File: src/hw/rtl/wheel_speed_capture_filter_defines.svh
// Assertion macros used by the FIFO.
`ifndef WHEEL_SPEED_CAPTURE_FILTER_DEFINES_SVH
`define WHEEL_SPEED_CAPTURE_FILTER_DEFINES_SVH

`ifndef ASSERT_OFF
`define ASSERT_IMPLIES(label, clk, rst_n, a, b) \
  label: assert property (@(posedge clk) disable iff (!rst_n) (a) |-> (b)) \
    else $error("implication check failed");
`define ASSERT_NEXT(label, clk, rst_n, a, b) \
  label: assert property (@(posedge clk) disable iff (!rst_n) (a) |=> (b)) \
    else $error("next-cycle check failed");
`else
`define ASSERT_IMPLIES(label, clk, rst_n, a, b)
`define ASSERT_NEXT(label, clk, rst_n, a, b)
`endif

`endif

File: src/hw/rtl/wsc_pkg.sv
`timescale 1ns / 1ps
`default_nettype none
package wsc_pkg;

  localparam int CAP_W           = 16;
  localparam int SPD_W           = 8;
  localparam int NUM_W           = 28;   // 900000 * 255 fits
  localparam int DEN_W           = 40;   // pulses * turns * period
  localparam int STEP_W          = 5;
  localparam int NUM_SCALE       = 900000; // 3600 * 1000 / 4
  localparam int STORE_DEPTH_DEF = 16;
  localparam int QUEUE_DEPTH     = 2;
  localparam int CFG_IDX_W       = 3;
  localparam int CFG_DATA_W      = 32;

  typedef enum logic [CFG_IDX_W-1:0] {
    CFG_PULSES = 3'd0,
    CFG_TURNS  = 3'd1,
    CFG_TICK   = 3'd2,
    CFG_BAND1  = 3'd3,
    CFG_BAND2  = 3'd4,
    CFG_BAND3  = 3'd5,
    CFG_WINDOW = 3'd6
  } cfg_idx_t;

  typedef enum logic [1:0] {
    MODE_DROP_MAX  = 2'd0,
    MODE_DROP_BOTH = 2'd1,
    MODE_AVG_N     = 2'd2
  } mean_mode_t;

  typedef enum logic [3:0] {
    BK_IDLE,
    BK_MUL1,
    BK_MUL2,
    BK_SPD,
    BK_SPD_WAIT,
    BK_CLASS,
    BK_SCAN,
    BK_MEAN,
    BK_MEAN_WAIT,
    BK_FILTER
  } bk_state_t;

  typedef struct packed {
    logic [7:0]  pulses_per_turn;
    logic [15:0] turns_per_km;
    logic [7:0]  tick_scale;
    logic [7:0]  band1_limit;
    logic [7:0]  band2_limit;
    logic [7:0]  band3_limit;
    logic [31:0] window_sizes;
  } cfg_t;

  typedef struct packed {
    logic              second;
    logic [CAP_W-1:0]  period;
  } q_entry_t;

endpackage
`default_nettype wire

File: src/hw/rtl/wsc_front.sv
`timescale 1ns / 1ps
`default_nettype none
module wsc_front
  import wsc_pkg::*;
(
  input  wire logic             clk,
  input  wire logic             rst_n,
  input  wire logic             in_valid,
  output logic                  in_ready,
  input  wire logic [CAP_W-1:0] in_capture_value,
  input  wire logic             q_full,
  output logic                  q_push,
  output q_entry_t              q_wdata
);

  logic             phase_r;
  logic [CAP_W-1:0] start_r;
  logic [CAP_W:0]   wrap_sum;

  assign in_ready = !q_full;
  assign q_push   = in_valid && !q_full;

  // equal captures wrap to a full count
  assign wrap_sum = {1'b0, 16'hffff} + {1'b0, in_capture_value} - {1'b0, start_r};

  always_comb begin
    q_wdata.second = phase_r;
    if (in_capture_value > start_r) begin
      q_wdata.period = in_capture_value - start_r;
    end else begin
      q_wdata.period = wrap_sum[CAP_W-1:0];
    end
  end

  always_ff @(posedge clk) begin
    if (!rst_n) begin
      phase_r <= 1'b0;
      start_r <= '0;
    end else if (q_push) begin
      phase_r <= !phase_r;
      if (!phase_r) begin
        start_r <= in_capture_value;
      end
    end
  end

endmodule
`default_nettype wire

File: src/hw/rtl/wsc_fifo.sv
`timescale 1ns / 1ps
`default_nettype none
`include "wheel_speed_capture_filter_defines.svh"
module wsc_fifo
  import wsc_pkg::*;
(
  input  wire logic     clk,
  input  wire logic     rst_n,
  input  wire logic     push,
  input  q_entry_t      wdata,
  input  wire logic     pop,
  output q_entry_t      rdata,
  output logic          full,
  output logic          not_empty
);

  localparam int PW = $clog2(QUEUE_DEPTH);
  localparam int CW = $clog2(QUEUE_DEPTH + 1);

  q_entry_t        ent_r [QUEUE_DEPTH];
  logic [PW-1:0]   wp_r, rp_r;
  logic [CW-1:0]   cnt_r;

  assign full      = (cnt_r == CW'(QUEUE_DEPTH));
  assign not_empty = (cnt_r != '0);
  assign rdata     = ent_r[rp_r];

  always_ff @(posedge clk) begin
    if (push) begin
      ent_r[wp_r] <= wdata;
    end
  end

  always_ff @(posedge clk) begin
    if (!rst_n) begin
      wp_r  <= '0;
      rp_r  <= '0;
      cnt_r <= '0;
    end else begin
      if (push) begin
        wp_r <= (wp_r == PW'(QUEUE_DEPTH - 1)) ? '0 : wp_r + 1'b1;
      end
      if (pop) begin
        rp_r <= (rp_r == PW'(QUEUE_DEPTH - 1)) ? '0 : rp_r + 1'b1;
      end
      if (push && !pop) begin
        cnt_r <= cnt_r + 1'b1;
      end else if (pop && !push) begin
        cnt_r <= cnt_r - 1'b1;
      end
    end
  end

  `ASSERT_IMPLIES(a_cnt_bound, clk, rst_n, 1'b1, cnt_r <= CW'(QUEUE_DEPTH))
  `ASSERT_IMPLIES(a_no_pop_empty, clk, rst_n, pop, not_empty)
  `ASSERT_NEXT(a_push_grows, clk, rst_n, push && !pop, cnt_r == $past(cnt_r) + 1'b1)

endmodule
`default_nettype wire

File: src/hw/rtl/wsc_div.sv
`timescale 1ns / 1ps
`default_nettype none
module wsc_div
  import wsc_pkg::*;
(
  input  wire logic              clk,
  input  wire logic              rst_n,
  input  wire logic              start,
  input  wire logic [STEP_W-1:0] steps,
  input  wire logic [NUM_W-1:0]  dividend,
  input  wire logic [DEN_W-1:0]  divisor,
  output logic                   done,
  output logic [SPD_W-1:0]       quotient
);

  // restoring division, one quotient bit per cycle from the top of dividend
  logic [DEN_W:0]      rem_r;
  logic [NUM_W-1:0]    dvd_r;
  logic [DEN_W-1:0]    dvs_r;
  logic [SPD_W-1:0]    q_r;
  logic [STEP_W-1:0]   cnt_r;
  logic                busy_r, done_r;
  logic [DEN_W:0]      rem_sh;
  logic                qbit;

  assign rem_sh   = {rem_r[DEN_W-1:0], dvd_r[NUM_W-1]};
  assign qbit     = (rem_sh >= {1'b0, dvs_r});
  assign done     = done_r;
  assign quotient = q_r;

  always_ff @(posedge clk) begin
    if (start) begin
      rem_r <= '0;
      dvd_r <= dividend;
      dvs_r <= divisor;
      q_r   <= '0;
    end else if (busy_r) begin
      rem_r <= qbit ? rem_sh - {1'b0, dvs_r} : rem_sh;
      dvd_r <= {dvd_r[NUM_W-2:0], 1'b0};
      q_r   <= {q_r[SPD_W-2:0], qbit};
    end
  end

  always_ff @(posedge clk) begin
    if (!rst_n) begin
      busy_r <= 1'b0;
      done_r <= 1'b0;
      cnt_r  <= '0;
    end else begin
      done_r <= 1'b0;
      if (start) begin
        busy_r <= 1'b1;
        cnt_r  <= steps;
      end else if (busy_r) begin
        cnt_r <= cnt_r - 1'b1;
        if (cnt_r == STEP_W'(1)) begin
          busy_r <= 1'b0;
          done_r <= 1'b1;
        end
      end
    end
  end

endmodule
`default_nettype wire

File: src/hw/rtl/wsc_back.sv
`timescale 1ns / 1ps
`default_nettype none
module wsc_back
  import wsc_pkg::*;
#(
  parameter int STORE_DEPTH = STORE_DEPTH_DEF
) (
  input  wire logic             clk,
  input  wire logic             rst_n,
  input  cfg_t                  cfg,
  input  wire logic             q_valid,
  input  q_entry_t              q_data,
  output logic                  q_pop,
  output logic                  out_valid,
  input  wire logic             out_ready,
  output logic                  out_speed_updated,
  output logic [SPD_W-1:0]      out_speed_kmh
);

  localparam int AW = $clog2(STORE_DEPTH);
  localparam int CW = $clog2(STORE_DEPTH + 1);
  localparam int SW = SPD_W + CW;

  bk_state_t st_r, st_nxt;

  logic [SPD_W-1:0] mem [STORE_DEPTH];
  logic [SPD_W-1:0] rd_data_r;

  logic [CAP_W-1:0] period_r;
  logic [NUM_W-1:0] num_r;
  logic [23:0]      prod1_r;
  logic [DEN_W-1:0] dvs_r;
  logic [SPD_W-1:0] speed_r;
  mean_mode_t       mode_r;
  logic [CW-1:0]    n_r, k_r, count_r;
  logic [SW-1:0]    sum_r;
  logic [SPD_W-1:0] mx_r, mn_r, cand_r;
  logic [SPD_W-1:0] published_r, last_r;
  logic [1:0]       low_r, jump_r;
  logic             out_valid_r, out_upd_r;
  logic [SPD_W-1:0] out_spd_r;

  logic             out_free;
  logic             div_start, div_done;
  logic [STEP_W-1:0] div_steps;
  logic [NUM_W-1:0] div_dvd;
  logic [DEN_W-1:0] div_dvs;
  logic [SPD_W-1:0] div_q;

  // classification of the fresh speed
  logic [AW-1:0]    idx;
  logic [CW-1:0]    idx_p1;
  logic             slow, full;
  logic [15:0]      tens_prod;
  logic [4:0]       tens;
  logic [2:0]       slot;
  logic [3:0]       nib;
  logic [4:0]       nb;
  logic [CW-1:0]    n_sel;
  mean_mode_t       mode_sel;

  // mean and spike filter
  logic [SW-1:0]    trim;
  logic [SPD_W:0]   last_p5, last_p10;
  logic [SPD_W-1:0] cand_f;
  logic [1:0]       low_n, jump_n;

  assign out_free          = !out_valid_r || out_ready;
  assign out_valid         = out_valid_r;
  assign out_speed_updated = out_upd_r;
  assign out_speed_kmh     = out_spd_r;

  always_comb begin
    idx    = (count_r >= CW'(STORE_DEPTH)) ? AW'(STORE_DEPTH - 1) : count_r[AW-1:0];
    idx_p1 = CW'(idx) + 1'b1;
    slow   = speed_r < cfg.band1_limit;
    tens_prod = 16'(speed_r) * 16'd205;
    tens   = tens_prod[15:11];
    if (speed_r < cfg.band2_limit) begin
      slot = 3'd0; mode_sel = MODE_DROP_MAX;
    end else if (speed_r < cfg.band3_limit) begin
      slot = 3'd1; mode_sel = MODE_DROP_BOTH;
    end else begin
      mode_sel = MODE_AVG_N;
      if (tens == 5'd2) slot = 3'd2;
      else if (tens == 5'd3 || tens == 5'd4) slot = 3'd3;
      else if (tens == 5'd5 || tens == 5'd6) slot = 3'd4;
      else if (tens == 5'd7 || tens == 5'd8) slot = 3'd5;
      else if (tens == 5'd9 || tens == 5'd10) slot = 3'd6;
      else slot = 3'd7;
    end
    nib = cfg.window_sizes[{slot, 2'b00} +: 4];
    nb  = {1'b0, nib};
    if (nb < 5'd3) nb = 5'd3;
    if (nb > 5'(STORE_DEPTH)) nb = 5'(STORE_DEPTH);
    n_sel = CW'(nb);
    full  = idx_p1 >= n_sel;
  end

  always_comb begin
    if (mode_r == MODE_DROP_MAX) begin
      trim = sum_r - SW'(mx_r);
    end else begin
      trim = sum_r - SW'(mx_r) - SW'(mn_r);
    end
  end

  always_comb begin
    last_p5  = {1'b0, last_r} + 9'd5;
    last_p10 = {1'b0, last_r} + 9'd10;
    cand_f   = cand_r;
    low_n    = low_r;
    jump_n   = jump_r;
    if ({1'b0, cand_r} > last_p5 && last_r < 8'd2) begin
      low_n = (low_r == 2'd3) ? low_r : low_r + 1'b1;
      if (low_n < 2'd2) cand_f = last_r;
    end else if ({1'b0, cand_r} > last_p10) begin
      jump_n = (jump_r == 2'd3) ? jump_r : jump_r + 1'b1;
      if (jump_n < 2'd3) cand_f = last_r;
    end else begin
      low_n  = 2'd0;
      jump_n = 2'd0;
    end
  end

  // next state
  always_comb begin
    st_nxt = st_r;
    unique case (st_r)
      BK_IDLE:      if (q_valid && out_free && q_data.second) st_nxt = BK_MUL1;
      BK_MUL1:      st_nxt = BK_MUL2;
      BK_MUL2:      st_nxt = BK_SPD;
      BK_SPD:       st_nxt = (dvs_r == '0) ? BK_CLASS : BK_SPD_WAIT;
      BK_SPD_WAIT:  if (div_done) st_nxt = BK_CLASS;
      BK_CLASS: begin
        if (slow) st_nxt = BK_FILTER;
        else if (full) st_nxt = BK_SCAN;
        else st_nxt = BK_IDLE;
      end
      BK_SCAN:      if (k_r == n_r) st_nxt = BK_MEAN;
      // halving is a shift, only the n-2 mean needs the divider
      BK_MEAN:      st_nxt = (mode_r == MODE_AVG_N) ? BK_MEAN_WAIT : BK_FILTER;
      BK_MEAN_WAIT: if (div_done) st_nxt = BK_FILTER;
      BK_FILTER:    st_nxt = BK_IDLE;
      default:      st_nxt = BK_IDLE;
    endcase
  end

  // control outputs
  always_comb begin
    q_pop     = (st_r == BK_IDLE) && q_valid && out_free;
    div_start = ((st_r == BK_SPD) && (dvs_r != '0)) ||
                ((st_r == BK_MEAN) && (mode_r == MODE_AVG_N));
    if (st_r == BK_MEAN) begin
      div_steps = STEP_W'(SW);
      div_dvd   = {trim, {(NUM_W - SW){1'b0}}};
      div_dvs   = DEN_W'(n_r - CW'(2));
    end else begin
      div_steps = STEP_W'(NUM_W);
      div_dvd   = num_r;
      div_dvs   = dvs_r;
    end
  end

  wsc_div u_div (
    .clk      (clk),
    .rst_n    (rst_n),
    .start    (div_start),
    .steps    (div_steps),
    .dividend (div_dvd),
    .divisor  (div_dvs),
    .done     (div_done),
    .quotient (div_q)
  );

  always_ff @(posedge clk) begin
    if (st_r == BK_CLASS) begin
      mem[idx] <= speed_r;
    end
  end

  always_ff @(posedge clk) begin
    rd_data_r <= mem[k_r[AW-1:0]];
  end

  // datapath words
  always_ff @(posedge clk) begin
    if (q_pop) period_r <= q_data.period;
    if (st_r == BK_MUL1) begin
      num_r   <= NUM_W'(NUM_SCALE) * NUM_W'(cfg.tick_scale);
      prod1_r <= 24'(cfg.pulses_per_turn) * 24'(cfg.turns_per_km);
    end
    if (st_r == BK_MUL2) dvs_r <= DEN_W'(prod1_r) * DEN_W'(period_r);
    if (st_r == BK_SPD && dvs_r == '0) speed_r <= 8'd255;
    if (st_r == BK_SPD_WAIT && div_done) speed_r <= div_q;
    if (st_r == BK_CLASS) begin
      cand_r <= speed_r;
      mode_r <= mode_sel;
      n_r    <= n_sel;
      k_r    <= '0;
      sum_r  <= '0;
    end
    if (st_r == BK_SCAN) begin
      // read of k issued now, data of k-1 arrives now
      if (k_r != n_r) k_r <= k_r + 1'b1;
      if (k_r != '0) begin
        sum_r <= sum_r + SW'(rd_data_r);
        if (k_r == CW'(1) || rd_data_r > mx_r) mx_r <= rd_data_r;
        if (k_r == CW'(1) || rd_data_r < mn_r) mn_r <= rd_data_r;
      end
    end
    if (st_r == BK_MEAN && mode_r != MODE_AVG_N) cand_r <= trim[SPD_W:1];
    if (st_r == BK_MEAN_WAIT && div_done) cand_r <= div_q;
  end

  always_ff @(posedge clk) begin
    if (!rst_n) begin
      st_r        <= BK_IDLE;
      out_valid_r <= 1'b0;
      out_upd_r   <= 1'b0;
      out_spd_r   <= '0;
      published_r <= '0;
      last_r      <= '0;
      low_r       <= '0;
      jump_r      <= '0;
      count_r     <= '0;
    end else begin
      st_r <= st_nxt;
      if (out_ready) out_valid_r <= 1'b0;
      if (q_pop && !q_data.second) begin
        out_valid_r <= 1'b1;
        out_upd_r   <= 1'b0;
        out_spd_r   <= published_r;
      end
      if (st_r == BK_CLASS) begin
        count_r <= idx_p1;
        if (!slow && !full) begin
          out_valid_r <= 1'b1;
          out_upd_r   <= 1'b0;
          out_spd_r   <= published_r;
        end
      end
      if (st_r == BK_FILTER) begin
        count_r     <= '0;
        low_r       <= low_n;
        jump_r      <= jump_n;
        last_r      <= cand_f;
        published_r <= cand_f;
        out_valid_r <= 1'b1;
        out_upd_r   <= 1'b1;
        out_spd_r   <= cand_f;
      end
    end
  end

endmodule
`default_nettype wire

File: src/hw/rtl/wheel_speed_capture_filter.sv
// One capture word at a time. First capture of a pair: out_valid is registered when the back
// end pops it from the queue. Second capture: MUL1, MUL2, a 28-step speed divider (skipped
// with a zero divisor), then classify. A full window adds a scan and a halving, or a scan
// and a 13-step divide by n-2. The back end takes the next word once idle with its output
// register free; a two-word queue takes new captures meanwhile.
// Synchronous active-low reset restores default config registers and clears the control state.
`timescale 1ns / 1ps
`default_nettype none
module wheel_speed_capture_filter
  import wsc_pkg::*;
#(
  parameter int STORE_DEPTH = STORE_DEPTH_DEF
) (
  input  wire logic                  clk,
  input  wire logic                  rst_n,
  input  wire logic                  in_valid,
  output logic                       in_ready,
  input  wire logic [CAP_W-1:0]      in_capture_value,
  output logic                       out_valid,
  input  wire logic                  out_ready,
  output logic                       out_speed_updated,
  output logic [SPD_W-1:0]           out_speed_kmh,
  input  wire logic                  cfg_valid,
  output logic                       cfg_ready,
  input  wire logic [CFG_IDX_W-1:0]  cfg_index,
  input  wire logic [CFG_DATA_W-1:0] cfg_data
);

  cfg_t     cfg_r;
  q_entry_t q_wdata, q_rdata;
  logic     q_push, q_pop, q_full, q_valid;

  assign cfg_ready = 1'b1;

  always_ff @(posedge clk) begin
    if (!rst_n) begin
      cfg_r.pulses_per_turn <= 8'd4;
      cfg_r.turns_per_km    <= 16'd1000;
      cfg_r.tick_scale      <= 8'd32;
      cfg_r.band1_limit     <= 8'd10;
      cfg_r.band2_limit     <= 8'd15;
      cfg_r.band3_limit     <= 8'd20;
      cfg_r.window_sizes    <= 32'h8888_6643;
    end else if (cfg_valid) begin
      unique case (cfg_index)
        CFG_PULSES: cfg_r.pulses_per_turn <= cfg_data[7:0];
        CFG_TURNS:  cfg_r.turns_per_km    <= cfg_data[15:0];
        CFG_TICK:   cfg_r.tick_scale      <= cfg_data[7:0];
        CFG_BAND1:  cfg_r.band1_limit     <= cfg_data[7:0];
        CFG_BAND2:  cfg_r.band2_limit     <= cfg_data[7:0];
        CFG_BAND3:  cfg_r.band3_limit     <= cfg_data[7:0];
        CFG_WINDOW: cfg_r.window_sizes    <= cfg_data;
        default: ;
      endcase
    end
  end

  wsc_front u_front (
    .clk              (clk),
    .rst_n            (rst_n),
    .in_valid         (in_valid),
    .in_ready         (in_ready),
    .in_capture_value (in_capture_value),
    .q_full           (q_full),
    .q_push           (q_push),
    .q_wdata          (q_wdata)
  );

  wsc_fifo u_fifo (
    .clk       (clk),
    .rst_n     (rst_n),
    .push      (q_push),
    .wdata     (q_wdata),
    .pop       (q_pop),
    .rdata     (q_rdata),
    .full      (q_full),
    .not_empty (q_valid)
  );

  wsc_back #(
    .STORE_DEPTH (STORE_DEPTH)
  ) u_back (
    .clk               (clk),
    .rst_n             (rst_n),
    .cfg               (cfg_r),
    .q_valid           (q_valid),
    .q_data            (q_rdata),
    .q_pop             (q_pop),
    .out_valid         (out_valid),
    .out_ready         (out_ready),
    .out_speed_updated (out_speed_updated),
    .out_speed_kmh     (out_speed_kmh)
  );

endmodule
`default_nettype wire
File: config.mk
export PLATFORM = sky130hd
export DESIGN_NAME = wheel_speed_capture_filter
export DESIGN_NICKNAME = d
export VERILOG_FILES = /design/src/hw/rtl/wsc_pkg.sv /design/src/hw/rtl/wsc_front.sv /design/src/hw/rtl/wsc_fifo.sv /design/src/hw/rtl/wsc_div.sv /design/src/hw/rtl/wsc_back.sv /design/src/hw/rtl/wheel_speed_capture_filter.sv
export VERILOG_INCLUDE_DIRS = /design/src /design/src/hw/rtl
export SDC_FILE = /design/constraint.sdc
export NUM_CORES = 2
export LEC_CHECK = 0
export BUFFER_PORTS_ARGS = -buffer_cell sky130_fd_sc_hd__buf_2
export CORE_MARGIN = 5
export CORE_UTILIZATION = 30
export CTS_CLUSTER_DIAMETER = 60
export DETAILED_ROUTE_END_ITERATION = 8
export GPL_TIMING_DRIVEN = 0
export PLACE_DENSITY = 0.45
export SLEW_MARGIN = 20
export SYNTH_ARGS = -nofsm -noshare
export SYNTH_HDL_FRONTEND = slang
export SYNTH_SLANG_ARGS = --single-unit
File: constraint.sdc
create_clock -name clk -period 8.8 [get_ports clk]
set_input_delay 1.76 -clock clk [delete_from_list [all_inputs] [get_ports clk]]
set_output_delay 1.76 -clock clk [all_outputs]
set_load 0.05 [all_outputs]
==> flow_results.xml <==
<?xml version="1.0" encoding="UTF-8"?>
<metrics>
  <group name="drt">
    <metric name="wl" unit="um">131000</metric>
    <metric name="drc_errors" unit="">0</metric>
    <metric name="avgViaCountPerCell" unit="">4.73</metric>
    <metric name="via_count" unit="">33626</metric>
    <metric name="remaining_antenna_violation_count_after_routing" unit="">0</metric>
    <metric name="route.detailed.wl_per_inst" unit="um">18.4</metric>
    <metric name="drtIter0Drc" unit="">1758</metric>
    <metric name="drtPass1Iterations" unit="">5</metric>
  </group>
  <group name="timing">
    <metric name="worst_slew_pin_slew" unit="ns">1.06</metric>
    <metric name="finalHoldViolCount" unit="">0</metric>
    <metric name="timing.clock.skew" unit="ns">0.0676</metric>
    <metric name="report.final.slew_viol_count" unit="">0</metric>
    <metric name="rsz_0062_raised_after_global_routing" unit="">no</metric>
    <metric name="finalSetupViolations" unit="">0</metric>
    <metric name="final.hold.worst_slack" unit="ns">0.452</metric>
    <metric name="relative_slew_margins" unit="%">28.5</metric>
    <metric name="achievable-frequency" unit="MHz">120</metric>
    <metric name="period_minus_slack" unit="ns">8.31</metric>
    <metric name="post_route_clock_period_utilization" unit="%">94.4</metric>
  </group>
  <group name="synthesis">
    <metric name="synth-async-reset-ratio" unit="%">0</metric>
    <metric name="share_of_yosys_cell_area_claimed_by_the_top_area_cell_type" unit="%">23.2</metric>
    <metric name="synth.avg_cell_area" unit="um2">9.85</metric>
    <metric name="yosysUniqueCellTypes" unit="">98</metric>
    <metric name="post_synth_main_area_contributors" unit="">sky130_fd_sc_hd__edfxtp_1, sky130_fd_sc_hd__fa_1, sky130_fd_sc_hd__ha_1, sky130_fd_sc_hd__dfxtp_1, sky130_fd_sc_hd__nand2_1</metric>
    <metric name="yosys_warnings" unit="">0</metric>
    <metric name="synth_top_cell_by_area" unit="">sky130_fd_sc_hd__edfxtp_1</metric>
    <metric name="syn_area" unit="um2">47300</metric>
    <metric name="yosys-top-cells-count" unit="">sky130_fd_sc_hd__nand2_1, sky130_fd_sc_hd__inv_1, sky130_fd_sc_hd__fa_1, sky130_fd_sc_hd__ha_1, sky130_fd_sc_hd__edfxtp_1</metric>
    <metric name="register_bit_count_reported_by_yosys" unit="">588</metric>
    <metric name="synth_enable_flop_cells" unit="">366</metric>
    <metric name="syn_inst" unit="">4806</metric>
    <metric name="synth_nets" unit="">5709</metric>
    <metric name="synth_seq_area_share" unit="%">32.6</metric>
    <metric name="synth_top_flop_cell" unit="">sky130_fd_sc_hd__edfxtp_1</metric>
    <metric name="post-synth-top-count-cell" unit="">sky130_fd_sc_hd__nand2_1</metric>
  </group>
  <group name="global_routing">
    <metric name="globalRouteMet1Util" unit="%">21.3</metric>
    <metric name="global_route.overflow_total" unit="">0</metric>
    <metric name="globalRouteMet2Util" unit="%">26.8</metric>
    <metric name="grt_start_max_net_pins" unit="">24</metric>
    <metric name="met3_use_gr" unit="%">2.08</metric>
    <metric name="globalRoute.busiestLayer" unit="">met2</metric>
    <metric name="gr-usage-all-layers" unit="%">15.8</metric>
    <metric name="grt_first_pass_wirelength" unit="um">206000</metric>
    <metric name="grt_pass1_vias" unit="">35014</metric>
    <metric name="antenna_found_initial" unit="">3</metric>
  </group>
  <group name="worst_setup_path">
    <metric name="critical-path-slowest-cell" unit="">sky130_fd_sc_hd__clkbuf_1</metric>
    <metric name="worstPathCellList" unit="">clkbuf_1 &gt; nand2_1 &gt; fa_1 &gt; inv_1 &gt; fa_1 &gt; inv_1 &gt; fa_1 &gt; fa_1 &gt; fa_1 &gt; inv_1 &gt; fa_1 &gt; ha_1 &gt; a21o_1 &gt; a21oi_1 &gt; o2111ai_1 &gt; o21ai_0 &gt; o21ai_1 &gt; a221oi_1 &gt; a21oi_1 &gt; a21o_1 &gt; a2111oi_0 &gt; nor2_1</metric>
    <metric name="crit_end_category" unit="">flop</metric>
    <metric name="startpoint_type" unit="">flop</metric>
    <metric name="critical_path_peak_fanout" unit="">10</metric>
    <metric name="path_depth" unit="">22</metric>
    <metric name="worst-endpoint-arrival" unit="ns">8.68</metric>
    <metric name="worst_ep_required_time" unit="ns">9.17</metric>
    <metric name="slowest_delay" unit="ns">0.70</metric>
    <metric name="timing.reg2reg.setup_slack" unit="ns">0.49</metric>
    <metric name="critical_path_buf_inv_count" unit="">4</metric>
    <metric name="path_common_cell" unit="">sky130_fd_sc_hd__fa_1</metric>
    <metric name="crit_family" unit="">adder cells</metric>
    <metric name="worst-setup-path-type" unit="">reg2reg</metric>
    <metric name="reg2regPathDepth" unit="">22</metric>
  </group>
  <group name="floorplanning">
    <metric name="std_cell_rows" unit="">145</metric>
    <metric name="floorplan.core_area" unit="um2">157000</metric>
    <metric name="fp.dieW" unit="um">407</metric>
    <metric name="starting_density_of_the_core" unit="%">30.2</metric>
    <metric name="ioPinCount" unit="">68</metric>
    <metric name="die_height" unit="um">407</metric>
    <metric name="die_area" unit="um2">166000</metric>
  </group>
  <group name="placement">
    <metric name="detailed_place_hpwl" unit="um">103000</metric>
    <metric name="port_buffers" unit="">66</metric>
    <metric name="post-place-cells" unit="">6947</metric>
    <metric name="gp_congestion" unit="">0.833</metric>
  </group>
  <group name="clock_network">
    <metric name="ctsHoldBuffers" unit="">0</metric>
    <metric name="clock_tree.root_cell" unit="">sky130_fd_sc_hd__clkbuf_16</metric>
    <metric name="ctsLongestPathBuffers" unit="">3</metric>
    <metric name="tritoncts_num_sinks" unit="">588</metric>
    <metric name="worst_setup_hold_path_clk_slew" unit="ns">0.06</metric>
    <metric name="tritoncts.num_buffers" unit="">78</metric>
    <metric name="cts.htree.levels" unit="">3</metric>
    <metric name="clk_latency" unit="ns">0.70</metric>
    <metric name="cts_tree" unit="">done</metric>
  </group>
  <group name="layout">
    <metric name="seqCellArea" unit="um2">15400</metric>
    <metric name="multiInputGateArea" unit="um2">28700</metric>
    <metric name="share_of_layout_cells_above_drive_strength_1" unit="%">7.11</metric>
    <metric name="finish.net_count" unit="">5892</metric>
    <metric name="filler_cell_count" unit="">16015</metric>
    <metric name="final-instance-count-excl-fill" unit="">7111</metric>
    <metric name="area_delta_synth_final" unit="%">12.6</metric>
  </group>
  <group name="hold_path">
    <metric name="hold_path.class" unit="">reg2reg</metric>
    <metric name="hold-path-cell-count" unit="">2</metric>
  </group>
  <group name="outcome">
    <metric name="run_status" unit="">completed</metric>
  </group>
  <group name="job">
    <metric name="reported_max_cap_violation_count" unit="">0</metric>
  </group>
</metrics>
tightest hold or removal path, cell delays in order (launching register included):
cell,delay [ns]
sky130_fd_sc_hd__dfxtp_1,0.31
sky130_fd_sc_hd__nand2_1,0.05
sky130_fd_sc_hd__a21oi_1,0.05
cell usage in the layout, fill, tap and decap left out, drive strengths merged, types with 7 or more instances in the layout:
cell type / netlist / layout
a2111oi: 9 / 9
a211o: 13 / 13
a211oi: 22 / 22
a21boi: 14 / 14
a21o: 73 / 73
a21oi: 259 / 259
a22oi: 12 / 12
a31oi: 20 / 20
and2: 182 / 182
and3: 31 / 31
buf: 23 / 126
clkbuf: 166 / 259
clkinv: 0 / 33
dfxtp: 222 / 222
edfxtp: 366 / 366
fa: 447 / 447
ha: 400 / 400
inv: 656 / 665
mux2: 21 / 21
mux2i: 40 / 40
mux4: 42 / 42
nand2: 791 / 791
nand2b: 41 / 41
nand3: 93 / 93
nand4: 18 / 18
nor2: 197 / 197
nor2b: 32 / 32
nor3: 62 / 62
nor4: 16 / 16
o211ai: 22 / 22
o21a: 29 / 29
o21ai: 180 / 180
o21bai: 20 / 20
o31ai: 11 / 11
or2: 7 / 7
or3: 15 / 15
xnor2: 103 / 103
xor2: 62 / 62
through the flow:
step	area [um2]	setup TNS [ns]	utilization, %	worst slack [ns]
2_1_floorplan	47300	0	-	2.01
3_3_place_gp	50200	-6.20	32.1	-0.671
3_5_place_dp	50500	-2.46	32.2	-0.303
4_1_cts	53200	0	34.0	0.000536
5_1_grt	53300	0	34.0	0.0855
6_report	53300	0	34.0	0.494
metal layers:
layer | wire length (um) | share of wire [%]
met5 | 0 | 0
met4 | 3690 | 2.8
met3 | 4480 | 3.4
met2 | 62000 | 47
met1 | 60800 | 46
layout make-up:
class	count	share of cell area, %
inverter	656	4.62
clock inverter	50	1.12
buffer	189	1.43
antenna	1	0.00470
clock buffer	93	3.80
timing repair buffer	103	1.33
tap	2058	4.83
multi-input combinational	3373	53.9
sequential	588	29.0
sequential cells by signal, summed over array words and instances (netlist names), 8 cells and up, named ones only:
| signal | cells |
|---|---|
| u_back.sum_r | 13 |
| u_front.start_r | 16 |
| u_back.published_r | 8 |
| u_back.cand_r | 8 |
| cfg_r | 88 |
| u_back.out_speed_kmh | 8 |
| u_back.mx_r | 8 |
| u_back.u_div.dvd_r | 23 |
| u_back.period_r | 16 |
| u_back.num_r | 23 |
| u_fifo.ent_r | 34 |
| u_back.u_div.dvs_r | 40 |
| u_back.mn_r | 8 |
| u_back.dvs_r | 40 |
| u_back.prod1_r | 24 |
| u_back.speed_r | 8 |
| u_back.u_div.quotient | 8 |
| u_back.u_div.rem_r | 40 |
| u_back.rd_data_r | 8 |
| u_back.mem | 128 |
path summary, 6_finish.rpt:
kind,startpoint,endpoint
max,u_back.prod1_r[10],u_back.dvs_r[37]
min,cfg_r[18],cfg_r[18]
max reg2reg,u_back.prod1_r[10],u_back.dvs_r[37]
min reg2reg,cfg_r[18],cfg_r[18]
logic make-up after synthesis:
kind of cell	share of synthesized area (%)
other	0.00792
adders and majority gates	29.5
xor gates and xnor gates	3.09
AOI/OAI and AO/OA	10.1
muxes	3.36
and+or+nand+nor	14.5
buffers and inverters	6.80
DFF	32.6
repair_timing:
action	in CTS	in global routing
endpoints found under the setup margin	9	9
setup buffers	8	12
resized for setup	0	2
cloned	0	0
Power is not shown: default switching activity piles up to over one toggle a cycle in this logic, so the estimate is an artifact.
